### src/sv/quaternion_path_integrator_unit_defines.svh
// assertion macros used by the quaternion path integrator sequencer
`ifndef QUATERNION_PATH_INTEGRATOR_UNIT_DEFINES_SVH
`define QUATERNION_PATH_INTEGRATOR_UNIT_DEFINES_SVH

// same-cycle implication, checked outside reset
`define QPI_ASSERT_NOW(lbl, ante, cons) \
    lbl: assert property (@(posedge clk) disable iff (!rst_n) (ante) |-> (cons)) \
        else $error("qpi assertion failed");

// next-cycle implication, checked outside reset
`define QPI_ASSERT_NEXT(lbl, ante, cons) \
    lbl: assert property (@(posedge clk) disable iff (!rst_n) (ante) |=> (cons)) \
        else $error("qpi assertion failed");

`endif

### src/sv/qpi_pkg.sv
// types, codes and the multiply-accumulate schedule of the path integrator
package qpi_pkg;

    // payload of one input transfer
    typedef struct packed {
        logic               restart;
        logic signed [23:0] delta_x;
        logic signed [23:0] delta_y;
        logic signed [23:0] delta_z;
        logic signed [15:0] turn_w;
        logic signed [15:0] turn_x;
        logic signed [15:0] turn_y;
        logic signed [15:0] turn_z;
    } in_t;

    // payload of one output transfer
    typedef struct packed {
        logic        [15:0] frame_number;
        logic signed [31:0] out_pos_x;
        logic signed [31:0] out_pos_y;
        logic signed [31:0] out_pos_z;
        logic signed [15:0] out_rot_w;
        logic signed [15:0] out_rot_x;
        logic signed [15:0] out_rot_y;
        logic signed [15:0] out_rot_z;
    } out_t;

    // start pose held in the configuration registers
    typedef struct packed {
        logic signed [31:0] pos_x;
        logic signed [31:0] pos_z;
        logic signed [15:0] rot_w;
        logic signed [15:0] rot_x;
        logic signed [15:0] rot_y;
        logic signed [15:0] rot_z;
    } start_t;

    // configuration register indexes
    localparam logic [2:0] CFG_START_POS_X = 3'd0;
    localparam logic [2:0] CFG_START_POS_Z = 3'd1;
    localparam logic [2:0] CFG_START_ROT_W = 3'd2;
    localparam logic [2:0] CFG_START_ROT_X = 3'd3;
    localparam logic [2:0] CFG_START_ROT_Y = 3'd4;
    localparam logic [2:0] CFG_START_ROT_Z = 3'd5;

    localparam logic signed [15:0] ROT_ONE = 16'sd16384;

    // multiplier operand a sources
    localparam logic [3:0] A_VX = 4'd0;
    localparam logic [3:0] A_VY = 4'd1;
    localparam logic [3:0] A_VZ = 4'd2;
    localparam logic [3:0] A_TW = 4'd3;
    localparam logic [3:0] A_TX = 4'd4;
    localparam logic [3:0] A_TY = 4'd5;
    localparam logic [3:0] A_TZ = 4'd6;
    localparam logic [3:0] A_AW = 4'd7;
    localparam logic [3:0] A_AX = 4'd8;
    localparam logic [3:0] A_AY = 4'd9;
    localparam logic [3:0] A_AZ = 4'd10;

    // multiplier operand b sources (previous orientation)
    localparam logic [1:0] B_W = 2'd0;
    localparam logic [1:0] B_X = 2'd1;
    localparam logic [1:0] B_Y = 2'd2;
    localparam logic [1:0] B_Z = 2'd3;

    // accumulator destinations
    localparam logic [3:0] D_NONE = 4'd0;
    localparam logic [3:0] D_TW   = 4'd1;
    localparam logic [3:0] D_TX   = 4'd2;
    localparam logic [3:0] D_TY   = 4'd3;
    localparam logic [3:0] D_TZ   = 4'd4;
    localparam logic [3:0] D_RX   = 4'd5;
    localparam logic [3:0] D_RY   = 4'd6;
    localparam logic [3:0] D_RZ   = 4'd7;
    localparam logic [3:0] D_NW   = 4'd8;
    localparam logic [3:0] D_NX   = 4'd9;
    localparam logic [3:0] D_NY   = 4'd10;
    localparam logic [3:0] D_NZ   = 4'd11;

    localparam int         NUM_STEPS = 40;
    localparam logic [5:0] LAST_STEP = 6'(NUM_STEPS - 1);

    // one multiply-accumulate step
    typedef struct packed {
        logic [3:0] a_sel;
        logic [1:0] b_sel;
        logic       neg;
        logic       first;
        logic [3:0] dst;
    } uop_t;

    // controller to datapath commands
    typedef struct packed {
        logic       capture;
        logic       issue;
        logic [5:0] step;
        logic       commit;
    } cmd_t;

    function automatic uop_t mk(input logic [3:0] a, input logic [1:0] b,
                                input logic n, input logic f, input logic [3:0] d);
        uop_t u;
        u.a_sel = a;
        u.b_sel = b;
        u.neg   = n;
        u.first = f;
        u.dst   = d;
        return u;
    endfunction

    // t = q*(0,v), r = t*conj(q), n = turn*q
    function automatic uop_t uop_at(input logic [5:0] s);
        uop_t u;
        case (s)
            6'd0:  u = mk(A_VX, B_X, 1'b1, 1'b1, D_NONE);
            6'd1:  u = mk(A_VY, B_Y, 1'b1, 1'b0, D_NONE);
            6'd2:  u = mk(A_VZ, B_Z, 1'b1, 1'b0, D_TW);
            6'd3:  u = mk(A_VX, B_W, 1'b0, 1'b1, D_NONE);
            6'd4:  u = mk(A_VZ, B_Y, 1'b0, 1'b0, D_NONE);
            6'd5:  u = mk(A_VY, B_Z, 1'b1, 1'b0, D_TX);
            6'd6:  u = mk(A_VY, B_W, 1'b0, 1'b1, D_NONE);
            6'd7:  u = mk(A_VX, B_Z, 1'b0, 1'b0, D_NONE);
            6'd8:  u = mk(A_VZ, B_X, 1'b1, 1'b0, D_TY);
            6'd9:  u = mk(A_VZ, B_W, 1'b0, 1'b1, D_NONE);
            6'd10: u = mk(A_VY, B_X, 1'b0, 1'b0, D_NONE);
            6'd11: u = mk(A_VX, B_Y, 1'b1, 1'b0, D_TZ);
            6'd12: u = mk(A_TW, B_X, 1'b1, 1'b1, D_NONE);
            6'd13: u = mk(A_TX, B_W, 1'b0, 1'b0, D_NONE);
            6'd14: u = mk(A_TY, B_Z, 1'b1, 1'b0, D_NONE);
            6'd15: u = mk(A_TZ, B_Y, 1'b0, 1'b0, D_RX);
            6'd16: u = mk(A_TW, B_Y, 1'b1, 1'b1, D_NONE);
            6'd17: u = mk(A_TX, B_Z, 1'b0, 1'b0, D_NONE);
            6'd18: u = mk(A_TY, B_W, 1'b0, 1'b0, D_NONE);
            6'd19: u = mk(A_TZ, B_X, 1'b1, 1'b0, D_RY);
            6'd20: u = mk(A_TW, B_Z, 1'b1, 1'b1, D_NONE);
            6'd21: u = mk(A_TX, B_Y, 1'b1, 1'b0, D_NONE);
            6'd22: u = mk(A_TY, B_X, 1'b0, 1'b0, D_NONE);
            6'd23: u = mk(A_TZ, B_W, 1'b0, 1'b0, D_RZ);
            6'd24: u = mk(A_AW, B_W, 1'b0, 1'b1, D_NONE);
            6'd25: u = mk(A_AX, B_X, 1'b1, 1'b0, D_NONE);
            6'd26: u = mk(A_AY, B_Y, 1'b1, 1'b0, D_NONE);
            6'd27: u = mk(A_AZ, B_Z, 1'b1, 1'b0, D_NW);
            6'd28: u = mk(A_AW, B_X, 1'b0, 1'b1, D_NONE);
            6'd29: u = mk(A_AX, B_W, 1'b0, 1'b0, D_NONE);
            6'd30: u = mk(A_AY, B_Z, 1'b0, 1'b0, D_NONE);
            6'd31: u = mk(A_AZ, B_Y, 1'b1, 1'b0, D_NX);
            6'd32: u = mk(A_AW, B_Y, 1'b0, 1'b1, D_NONE);
            6'd33: u = mk(A_AX, B_Z, 1'b1, 1'b0, D_NONE);
            6'd34: u = mk(A_AY, B_W, 1'b0, 1'b0, D_NONE);
            6'd35: u = mk(A_AZ, B_X, 1'b0, 1'b0, D_NY);
            6'd36: u = mk(A_AW, B_Z, 1'b0, 1'b1, D_NONE);
            6'd37: u = mk(A_AX, B_Y, 1'b0, 1'b0, D_NONE);
            6'd38: u = mk(A_AY, B_X, 1'b1, 1'b0, D_NONE);
            6'd39: u = mk(A_AZ, B_W, 1'b0, 1'b0, D_NZ);
            default: u = mk(A_VX, B_W, 1'b0, 1'b1, D_NONE);
        endcase
        return u;
    endfunction

endpackage

### src/sv/qpi_cfg_regs.sv
// start pose configuration registers
module qpi_cfg_regs
    import qpi_pkg::*;
(
    input  logic        clk,
    input  logic        rst_n,
    input  logic        wr_en,
    input  logic [2:0]  wr_index,
    input  logic [31:0] wr_data,
    output start_t      start
);

    start_t start_reg;
    start_t start_next;

    // register write decode, unknown indexes dropped
    always_comb
    begin
        start_next = start_reg;
        if (wr_en)
        begin
            case (wr_index)
                CFG_START_POS_X: start_next.pos_x = wr_data;
                CFG_START_POS_Z: start_next.pos_z = wr_data;
                CFG_START_ROT_W: start_next.rot_w = wr_data[15:0];
                CFG_START_ROT_X: start_next.rot_x = wr_data[15:0];
                CFG_START_ROT_Y: start_next.rot_y = wr_data[15:0];
                CFG_START_ROT_Z: start_next.rot_z = wr_data[15:0];
                default: start_next = start_reg;
            endcase
        end
    end

    always_ff @(posedge clk or negedge rst_n)
    begin
        if (!rst_n)
        begin
            start_reg.pos_x <= '0;
            start_reg.pos_z <= '0;
            start_reg.rot_w <= ROT_ONE;
            start_reg.rot_x <= '0;
            start_reg.rot_y <= '0;
            start_reg.rot_z <= '0;
        end
        else
        begin
            start_reg <= start_next;
        end
    end

    assign start = start_reg;

endmodule

### src/sv/qpi_datapath.sv
// shared multiplier, accumulator, intermediate and pose registers
module qpi_datapath
    import qpi_pkg::*;
(
    input  logic clk,
    input  logic rst_n,
    input  cmd_t cmd,
    input  in_t  in_data,
    input  start_t start,
    output out_t out_data
);

    // captured item
    in_t item_reg;

    // pose state
    logic signed [31:0] pos_x_reg, pos_y_reg, pos_z_reg;
    logic signed [15:0] rot_w_reg, rot_x_reg, rot_y_reg, rot_z_reg;
    logic        [15:0] frame_reg;

    // intermediates
    logic signed [41:0] tw_reg, tx_reg, ty_reg, tz_reg;
    logic signed [31:0] rx_reg, ry_reg, rz_reg;
    logic signed [19:0] nw_reg, nx_reg, ny_reg, nz_reg;

    // multiplier and accumulator
    logic signed [41:0] mul_a;
    logic signed [15:0] mul_b;
    logic signed [57:0] prod;
    logic signed [57:0] prod_reg;
    uop_t               uop_cur;
    uop_t               uop_d_reg;
    logic               acc_vld_reg;
    logic signed [61:0] acc_reg;
    logic signed [61:0] acc_next;
    logic signed [61:0] acc_base;
    logic signed [61:0] bias;

    // pose seen by this item, start pose when restarting
    logic signed [31:0] px_eff, py_eff, pz_eff;
    logic signed [15:0] qw, qx, qy, qz;
    logic        [15:0] frame_eff;

    // commit values
    logic signed [32:0] sum_x, sum_y, sum_z;
    logic signed [31:0] px_new, py_new, pz_new;
    logic signed [15:0] rw_new, rx_new, ry_new, rz_new;

    function automatic logic signed [31:0] sat32(input logic signed [32:0] v);
        logic signed [31:0] r;
        if (v > 33'sh0_7FFF_FFFF)
            r = 32'sh7FFF_FFFF;
        else if (v < -33'sh0_8000_0000)
            r = 32'sh8000_0000;
        else
            r = v[31:0];
        return r;
    endfunction

    function automatic logic signed [15:0] sat16(input logic signed [19:0] v);
        logic signed [15:0] r;
        if (v > 20'sh07FFF)
            r = 16'sh7FFF;
        else if (v < -20'sh08000)
            r = 16'sh8000;
        else
            r = v[15:0];
        return r;
    endfunction

    // effective previous pose
    always_comb
    begin
        px_eff    = item_reg.restart ? start.pos_x : pos_x_reg;
        py_eff    = item_reg.restart ? 32'sd0 : pos_y_reg;
        pz_eff    = item_reg.restart ? start.pos_z : pos_z_reg;
        qw        = item_reg.restart ? start.rot_w : rot_w_reg;
        qx        = item_reg.restart ? start.rot_x : rot_x_reg;
        qy        = item_reg.restart ? start.rot_y : rot_y_reg;
        qz        = item_reg.restart ? start.rot_z : rot_z_reg;
        frame_eff = item_reg.restart ? 16'd0 : frame_reg;
    end

    // operand selection
    always_comb
    begin
        uop_cur = uop_at(cmd.step);
        case (uop_cur.a_sel)
            A_VX: mul_a = {{18{item_reg.delta_x[23]}}, item_reg.delta_x};
            A_VY: mul_a = {{18{item_reg.delta_y[23]}}, item_reg.delta_y};
            A_VZ: mul_a = {{18{item_reg.delta_z[23]}}, item_reg.delta_z};
            A_TW: mul_a = tw_reg;
            A_TX: mul_a = tx_reg;
            A_TY: mul_a = ty_reg;
            A_TZ: mul_a = tz_reg;
            A_AW: mul_a = {{26{item_reg.turn_w[15]}}, item_reg.turn_w};
            A_AX: mul_a = {{26{item_reg.turn_x[15]}}, item_reg.turn_x};
            A_AY: mul_a = {{26{item_reg.turn_y[15]}}, item_reg.turn_y};
            A_AZ: mul_a = {{26{item_reg.turn_z[15]}}, item_reg.turn_z};
            default: mul_a = '0;
        endcase
        case (uop_cur.b_sel)
            B_W: mul_b = qw;
            B_X: mul_b = qx;
            B_Y: mul_b = qy;
            B_Z: mul_b = qz;
            default: mul_b = qw;
        endcase
        prod = mul_a * mul_b;
    end

    // accumulate with rounding bias folded into the first term
    always_comb
    begin
        case (uop_d_reg.a_sel)
            A_TW, A_TX, A_TY, A_TZ: bias = 62'sd1 <<< 27;
            A_AW, A_AX, A_AY, A_AZ: bias = 62'sd1 <<< 13;
            default: bias = '0;
        endcase
        acc_base = uop_d_reg.first ? bias : acc_reg;
        if (uop_d_reg.neg)
            acc_next = acc_base - {{4{prod_reg[57]}}, prod_reg};
        else
            acc_next = acc_base + {{4{prod_reg[57]}}, prod_reg};
    end

    // multiplier output register and delayed step control
    always_ff @(posedge clk or negedge rst_n)
    begin
        if (!rst_n)
        begin
            acc_vld_reg <= 1'b0;
        end
        else
        begin
            acc_vld_reg <= cmd.issue;
        end
    end

    always_ff @(posedge clk)
    begin
        if (cmd.capture)
            item_reg <= in_data;
        if (cmd.issue)
        begin
            prod_reg  <= prod;
            uop_d_reg <= uop_cur;
        end
        if (acc_vld_reg)
        begin
            acc_reg <= acc_next;
            case (uop_d_reg.dst)
                D_TW: tw_reg <= acc_next[41:0];
                D_TX: tx_reg <= acc_next[41:0];
                D_TY: ty_reg <= acc_next[41:0];
                D_TZ: tz_reg <= acc_next[41:0];
                D_RX: rx_reg <= acc_next[59:28];
                D_RY: ry_reg <= acc_next[59:28];
                D_RZ: rz_reg <= acc_next[59:28];
                D_NW: nw_reg <= acc_next[33:14];
                D_NX: nx_reg <= acc_next[33:14];
                D_NY: ny_reg <= acc_next[33:14];
                D_NZ: nz_reg <= acc_next[33:14];
                default: ;
            endcase
        end
    end

    // position add and saturation
    always_comb
    begin
        sum_x  = {px_eff[31], px_eff} + {rx_reg[31], rx_reg};
        sum_y  = {py_eff[31], py_eff} + {ry_reg[31], ry_reg};
        sum_z  = {pz_eff[31], pz_eff} + {rz_reg[31], rz_reg};
        px_new = sat32(sum_x);
        py_new = sat32(sum_y);
        pz_new = sat32(sum_z);
        rw_new = sat16(nw_reg);
        rx_new = sat16(nx_reg);
        ry_new = sat16(ny_reg);
        rz_new = sat16(nz_reg);
    end

    // pose state, also the output register
    always_ff @(posedge clk or negedge rst_n)
    begin
        if (!rst_n)
        begin
            pos_x_reg <= '0;
            pos_y_reg <= '0;
            pos_z_reg <= '0;
            rot_w_reg <= ROT_ONE;
            rot_x_reg <= '0;
            rot_y_reg <= '0;
            rot_z_reg <= '0;
            frame_reg <= '0;
        end
        else if (cmd.commit)
        begin
            pos_x_reg <= px_new;
            pos_y_reg <= py_new;
            pos_z_reg <= pz_new;
            rot_w_reg <= rw_new;
            rot_x_reg <= rx_new;
            rot_y_reg <= ry_new;
            rot_z_reg <= rz_new;
            frame_reg <= frame_eff + 16'd1;
        end
    end

    always_comb
    begin
        out_data.frame_number = frame_reg;
        out_data.out_pos_x    = pos_x_reg;
        out_data.out_pos_y    = pos_y_reg;
        out_data.out_pos_z    = pos_z_reg;
        out_data.out_rot_w    = rot_w_reg;
        out_data.out_rot_x    = rot_x_reg;
        out_data.out_rot_y    = rot_y_reg;
        out_data.out_rot_z    = rot_z_reg;
    end

endmodule

### src/sv/qpi_ctrl.sv
// sequencer for the multiply-accumulate schedule and the output handshake
`include "quaternion_path_integrator_unit_defines.svh"

module qpi_ctrl
    import qpi_pkg::*;
(
    input  logic clk,
    input  logic rst_n,
    input  logic in_valid,
    output logic in_stall,
    output logic out_valid,
    input  logic out_stall,
    output cmd_t cmd
);

    localparam logic [1:0] ST_IDLE  = 2'd0;
    localparam logic [1:0] ST_RUN   = 2'd1;
    localparam logic [1:0] ST_DRAIN = 2'd2;
    localparam logic [1:0] ST_WAIT  = 2'd3;

    logic [1:0] state_reg, state_next;
    logic [5:0] step_reg, step_next;
    logic       out_valid_reg, out_valid_next;
    logic       accept;
    logic       commit;

    assign accept = in_valid && (state_reg == ST_IDLE);
    assign commit = (state_reg == ST_WAIT) && (!out_valid_reg || !out_stall);

    // next state
    always_comb
    begin
        state_next = state_reg;
        step_next  = step_reg;
        case (state_reg)
            ST_IDLE:
            begin
                if (accept)
                begin
                    state_next = ST_RUN;
                    step_next  = '0;
                end
            end
            ST_RUN:
            begin
                if (step_reg == LAST_STEP)
                begin
                    state_next = ST_DRAIN;
                    step_next  = '0;
                end
                else
                begin
                    step_next = step_reg + 6'd1;
                end
            end
            ST_DRAIN: state_next = ST_WAIT;
            ST_WAIT:
            begin
                if (commit)
                    state_next = ST_IDLE;
            end
            default: state_next = ST_IDLE;
        endcase
    end

    // output valid: set by commit, cleared by transfer
    always_comb
    begin
        out_valid_next = out_valid_reg;
        if (out_valid_reg && !out_stall)
            out_valid_next = 1'b0;
        if (commit)
            out_valid_next = 1'b1;
    end

    always_ff @(posedge clk or negedge rst_n)
    begin
        if (!rst_n)
        begin
            state_reg     <= ST_IDLE;
            step_reg      <= '0;
            out_valid_reg <= 1'b0;
        end
        else
        begin
            state_reg     <= state_next;
            step_reg      <= step_next;
            out_valid_reg <= out_valid_next;
        end
    end

    assign in_stall    = (state_reg != ST_IDLE);
    assign out_valid   = out_valid_reg;
    assign cmd.capture = accept;
    assign cmd.issue   = (state_reg == ST_RUN);
    assign cmd.step    = step_reg;
    assign cmd.commit  = commit;

    `QPI_ASSERT_NEXT(a_commit_shows_result, commit, out_valid_reg)
    `QPI_ASSERT_NOW(a_commit_no_overwrite, commit, !out_valid_reg || !out_stall)
    `QPI_ASSERT_NEXT(a_accept_starts_at_zero, accept, step_reg == 6'd0 && state_reg == ST_RUN)

endmodule

### src/sv/quaternion_path_integrator_unit.sv
// Quaternion dead-reckoning path integrator, top level.
// Input channel in_valid/in_stall/in_data: one frame with a local
// displacement (Q15.8) and an incremental rotation (Q1.14); restart set
// loads the start pose and clears the frame count before the frame.
// Output channel out_valid/out_stall/out_data: frame number, new position
// (Q23.8, saturated) and new orientation (Q1.14, saturated), one per frame.
// Config channel cfg_valid/cfg_ready/cfg_index/cfg_data writes the start
// pose registers; cfg_ready is always high, unknown indexes are dropped.
// Each frame runs the 40 multiply-accumulate steps on the single shared
// 42x16 multiplier, then pipeline drain and commit; in_stall is high
// from the input transfer until that commit.
// A new frame is accepted while the previous result still waits; its
// commit waits until that result has been transferred.
// Reset: pose is zero position with identity orientation, frame count 0,
// start pose registers likewise, no result pending.
module quaternion_path_integrator_unit
    import qpi_pkg::*;
(
    input  logic        clk,
    input  logic        rst_n,
    input  logic        in_valid,
    output logic        in_stall,
    input  in_t         in_data,
    output logic        out_valid,
    input  logic        out_stall,
    output out_t        out_data,
    input  logic        cfg_valid,
    output logic        cfg_ready,
    input  logic [2:0]  cfg_index,
    input  logic [31:0] cfg_data
);

    cmd_t   cmd;
    start_t start;

    assign cfg_ready = 1'b1;

    // start pose registers
    qpi_cfg_regs u_cfg (
        .clk      (clk),
        .rst_n    (rst_n),
        .wr_en    (cfg_valid && cfg_ready),
        .wr_index (cfg_index),
        .wr_data  (cfg_data),
        .start    (start)
    );

    // sequencer
    qpi_ctrl u_ctrl (
        .clk       (clk),
        .rst_n     (rst_n),
        .in_valid  (in_valid),
        .in_stall  (in_stall),
        .out_valid (out_valid),
        .out_stall (out_stall),
        .cmd       (cmd)
    );

    // arithmetic and pose state
    qpi_datapath u_dp (
        .clk      (clk),
        .rst_n    (rst_n),
        .cmd      (cmd),
        .in_data  (in_data),
        .start    (start),
        .out_data (out_data)
    );

endmodule
### config.mk
export PLATFORM = sky130hd
export DESIGN_NAME = quaternion_path_integrator_unit
export DESIGN_NICKNAME = d
export VERILOG_FILES = /design/src/sv/qpi_pkg.sv /design/src/sv/qpi_cfg_regs.sv /design/src/sv/qpi_datapath.sv /design/src/sv/qpi_ctrl.sv /design/src/sv/quaternion_path_integrator_unit.sv
export VERILOG_INCLUDE_DIRS = /design/src /design/src/sv
export SDC_FILE = /design/constraint.sdc
export NUM_CORES = 2
export LEC_CHECK = 0
export BUFFER_PORTS_ARGS = -buffer_cell sky130_fd_sc_hd__buf_2
export CORE_MARGIN = 4
export CORE_UTILIZATION = 60
export CTS_CLUSTER_SIZE = 28
export DETAILED_ROUTE_END_ITERATION = 8
export GPL_ROUTABILITY_DRIVEN = 0
export PLACE_DENSITY = 0.84
export SYNTH_ARGS = -nofsm -noshare
export SYNTH_HDL_FRONTEND = slang
export SYNTH_SLANG_ARGS = --single-unit
### constraint.sdc
create_clock -name clk -period 12.25 [get_ports clk]
set_input_delay 2.45 -clock clk [delete_from_list [all_inputs] [get_ports clk]]
set_output_delay 2.45 -clock clk [all_outputs]
set_load 0.05 [all_outputs]
==> results by group <==
STA
  • F_max: roughly 90 MHz
  • Post-layout min period: between 10 and 15 ns
  • Final worst slack: 0.9210 ns
  • Pins Over Slew Limit: 0
  • Skew final: 0.03549 ns
  • Final TNS setup: 0 ns
  • Period utilisation layout: between 90% and 100%
  • RSZ-0062 raised after global routing: no
  • Slew HR: about 2.4%
  • Worst-Margin Slew: 1.464 ns
  • Final Hold Fails: 0
  • Final setup violating endpoints: 0

Logic synthesis
  • Dominant synthesized flop cell: edfxtp_1
  • Syn Inst Count: ~6,500
  • Synth Register Bits: slightly above 900
  • Unique masters post-synth: 95
  • Number of synthesized flops with an enable pin: a little over 600
  • Mapped Nets: between 7,000 and 8,000
  • Synth Cell Area: between 60,000 and 70,000 µm²
  • Syn. warnings: 0
  • Sequential fraction of the synthesis area: about two fifths
  • Avg Cell Area, Syn: approximately 11 µm²
  • Asr flop ratio synth: 33.95%

Detailed routing
  • DRT antenna net count: 0
  • Vias per cell: approximately 6.4
  • Vias: approximately 53,000
  • Post-Route WL: between 200,000 and 250,000 µm
  • First drt pass iteration count: 9
  • Post-route DRC: 0
  • Drt first-iter violations: between 6,000 and 7,000
  • Routed len/inst: about 25 µm

Floorplan
  • Die Span X: 345.1 µm
  • I/O Pins: approximately 360
  • Rows: between 100 and 150
  • DIE AREA: approximately 120,000 µm²
  • Core Area: between 100,000 and 150,000 µm²
  • Die H: between 300 and 400 µm
  • Initial Util: slightly above 60%

CTS
  • Clock tree root driver cell: clkbuf_16
  • CTS Sinks: 925
  • Cts repair resizes: 0
  • Post-CTS setup buffer count: 0
  • Cts-stage hold buffer count: 0
  • H-tree depth: 3
  • Worst-Skew Late Latency: 0.67 ns
  • Worst-path clk slew: about 0.070 ns
  • Max Buffers Root-to-Sink: 3
  • CTS tree: done
  • CTS Buf Count: between 80 and 90

Final layout
  • Layout cells sized above 1: 14.01%
  • Max reg flops: around 140
  • Final #Nets: between 7,000 and 8,000
  • Post-Layout Cell Count: just over 8,000
  • Area of the multi-input gates: between 30,000 and 40,000 µm²
  • Register Area: approximately 26,000 µm²
  • # fillers: approximately 8,000
  • Post-synthesis to final-layout area growth: 9.813%

Worst setup path
  • Startpoint types: flip-flop
  • WP data arrival: around 12 ns
  • WS Path Type: flip-flop to flip-flop
  • CP max stage cell: a21oi_2
  • Max incr delay on CP: around 0.85 ns
  • Crit-path max FO: 28
  • Crit path capture type: flip-flop
  • Critical Path RT: roughly 13 ns

GRT
  • First-pass GRT wire length: around 320,000 µm
  • Largest net degree at the start of global routing: 99
  • Antenna violations before repair: 9
  • GR Overflow Total: 0
  • Tot GR Track Use: roughly a third
  • Vias in the first global route: 54,070

Hold path
  • HP Class: flip-flop to flip-flop

Status
  • Status: complete, no violations

Place
  • Placed Cells: ~8,100
  • Number of buffers added on ports: 354
  • Pre-CTS WS: about 1.3 ns
  • Detailed Place HPWL: roughly 150,000 µm

Job
  • Max Cap Viol: 0
==> stage by stage <==
stage / hold slack (ns) / area [µm²] / util (%)
after floorplan: 0.4573 / 68200 / -
after global placement: 0.4620 / 71790 / 63.73
after detailed placement: 0.4664 / 71790 / 63.73
after CTS: 0.4759 / 74870 / 66.46
after global routing: 0.4985 / 74880 / 66.47
final: 0.4715 / 74890 / 66.48
==> path summary, 6_finish.rpt <==
path                                                start                             end  slack, ns  cells after the start
setup / recovery           u_ctrl.step_reg[0]$_DFFE_PN0P_     u_dp.prod_reg[54]$_DFFE_PP_       0.92                     35
hold / removal                   u_dp.nw_reg[9]$_DFFE_PP_   u_dp.rot_w_reg[9]$_DFFE_PN0P_       0.47                      2
setup reg to reg           u_ctrl.step_reg[0]$_DFFE_PN0P_     u_dp.prod_reg[54]$_DFFE_PP_       0.92                     35
hold reg to reg                  u_dp.nw_reg[9]$_DFFE_PP_   u_dp.rot_w_reg[9]$_DFFE_PN0P_       0.47                      2
max in group asynchronous                           rst_n  u_ctrl.step_reg[2]$_DFFE_PN0P_       8.73                      2
min in group asynchronous                           rst_n   u_dp.frame_reg[3]$_DFFE_PN0P_       1.82                      1
==> Yosys cell counts (9+ instances only) <==
cell / number / share of area, %
inv_1: 788 / 4.3
nand2_1: 710 / 3.9
fa_1: 631 / 19
nor2_1: 628 / 3.5
edfxtp_1: 609 / 27
a21oi_1: 358 / 2.6
dfrtp_1: 312 / 11
ha_1: 301 / 5.5
o21ai_0: 236 / 1.7
clkbuf_1: 230 / 1.3
mux2_2: 203 / 3.4
xnor2_1: 189 / 2.4
nor2b_1: 118 / 1.1
a21o_1: 111 / 1.2
nand3_1: 72 / 0.53
xor2_1: 72 / 0.92
nor3_1: 59 / 0.43
a31oi_1: 48 / 0.44
mux2i_1: 45 / 0.66
nand2b_1: 44 / 0.40
nand4_1: 42 / 0.39
a22o_1: 40 / 0.51
buf_2: 40 / 0.29
o21bai_1: 36 / 0.40
and3_1: 34 / 0.31
mux4_2: 33 / 1.1
a22oi_1: 32 / 0.35
and2_1: 31 / 0.28
o22a_1: 30 / 0.39
a221o_1: 27 / 0.40
nor4_1: 27 / 0.25
a211oi_1: 26 / 0.29
o211ai_1: 22 / 0.24
o21a_1: 22 / 0.24
o31ai_1: 20 / 0.22
a221oi_1: 17 / 0.22
or3_1: 16 / 0.15
a211o_1: 12 / 0.15
or2_2: 12 / 0.11
o31a_1: 10 / 0.13
buf_1: 9 / 0.050
==> logic make-up after synthesis <==
group | Yosys count | synth area share (%)
fa+ha+maj | 932 | 24.04
flops | 925 | 38.40
xor+xnor | 261 | 3.352
mux | 281 | 5.102
compound gates | 1145 | 10.91
other cells | 1 | 0.005499
simple gates | 1855 | 12.11
buf+inv | 1079 | 6.078
==> cell usage in the layout, fill, tap and decap left out, types with 27 or more instances in the layout <==
cell	synthesis	routed
a21o_1	111	111
a21oi_1	358	358
a221o_1	27	27
a22o_1	40	40
a22oi_1	32	31
a31oi_1	48	48
and2_1	31	29
and3_1	34	34
buf_2	40	353
buf_4	2	99
clkbuf_16	0	96
dfrtp_1	312	311
edfxtp_1	609	609
fa_1	631	631
ha_1	301	300
inv_1	788	788
mux2_2	203	203
mux2i_1	45	33
mux4_2	33	33
nand2_1	710	709
nand2b_1	44	44
nand3_1	72	72
nand4_1	42	42
nor2_1	628	620
nor2b_1	118	118
nor3_1	59	52
nor4_1	27	27
o21ai_0	236	236
o21bai_1	36	36
o22a_1	30	30
xnor2_1	189	182
xor2_1	72	72
==> layer usage <==
metal	up-vias	share of wire, %	GRT usage (%)
met5	-	0.011	0.08003
met4	4	8.3	22.11
met3	939	13	9.106
met2	4074	44	52.74
met1	25770	34	42.42
li1	22420	-	-
==> worst max-delay path, delay by kind of cell (launching register included) <==
family	cells	cell delay [ns]
fa+ha+maj	8	3.95
buf+inv	9	1.13
flops	1	0.53
compound gates	12	4.22
simple gates	6	1.18
==> cell type report <==
type / instances / share of cell area [%]
multi-input combinational: 4475 / 51.04
sequential: 925 / 34.97
inverter: 793 / 3.974
clock buffer: 125 / 3.513
timing repair buffer: 454 / 3.381
tap: 1500 / 2.506
clock inverter: 39 / 0.5931
antenna: 8 / 0.02673
Power is left out: the tool's default activity adds up to more than one toggle a clock period on the data nets, which glitch-free logic cannot reach.
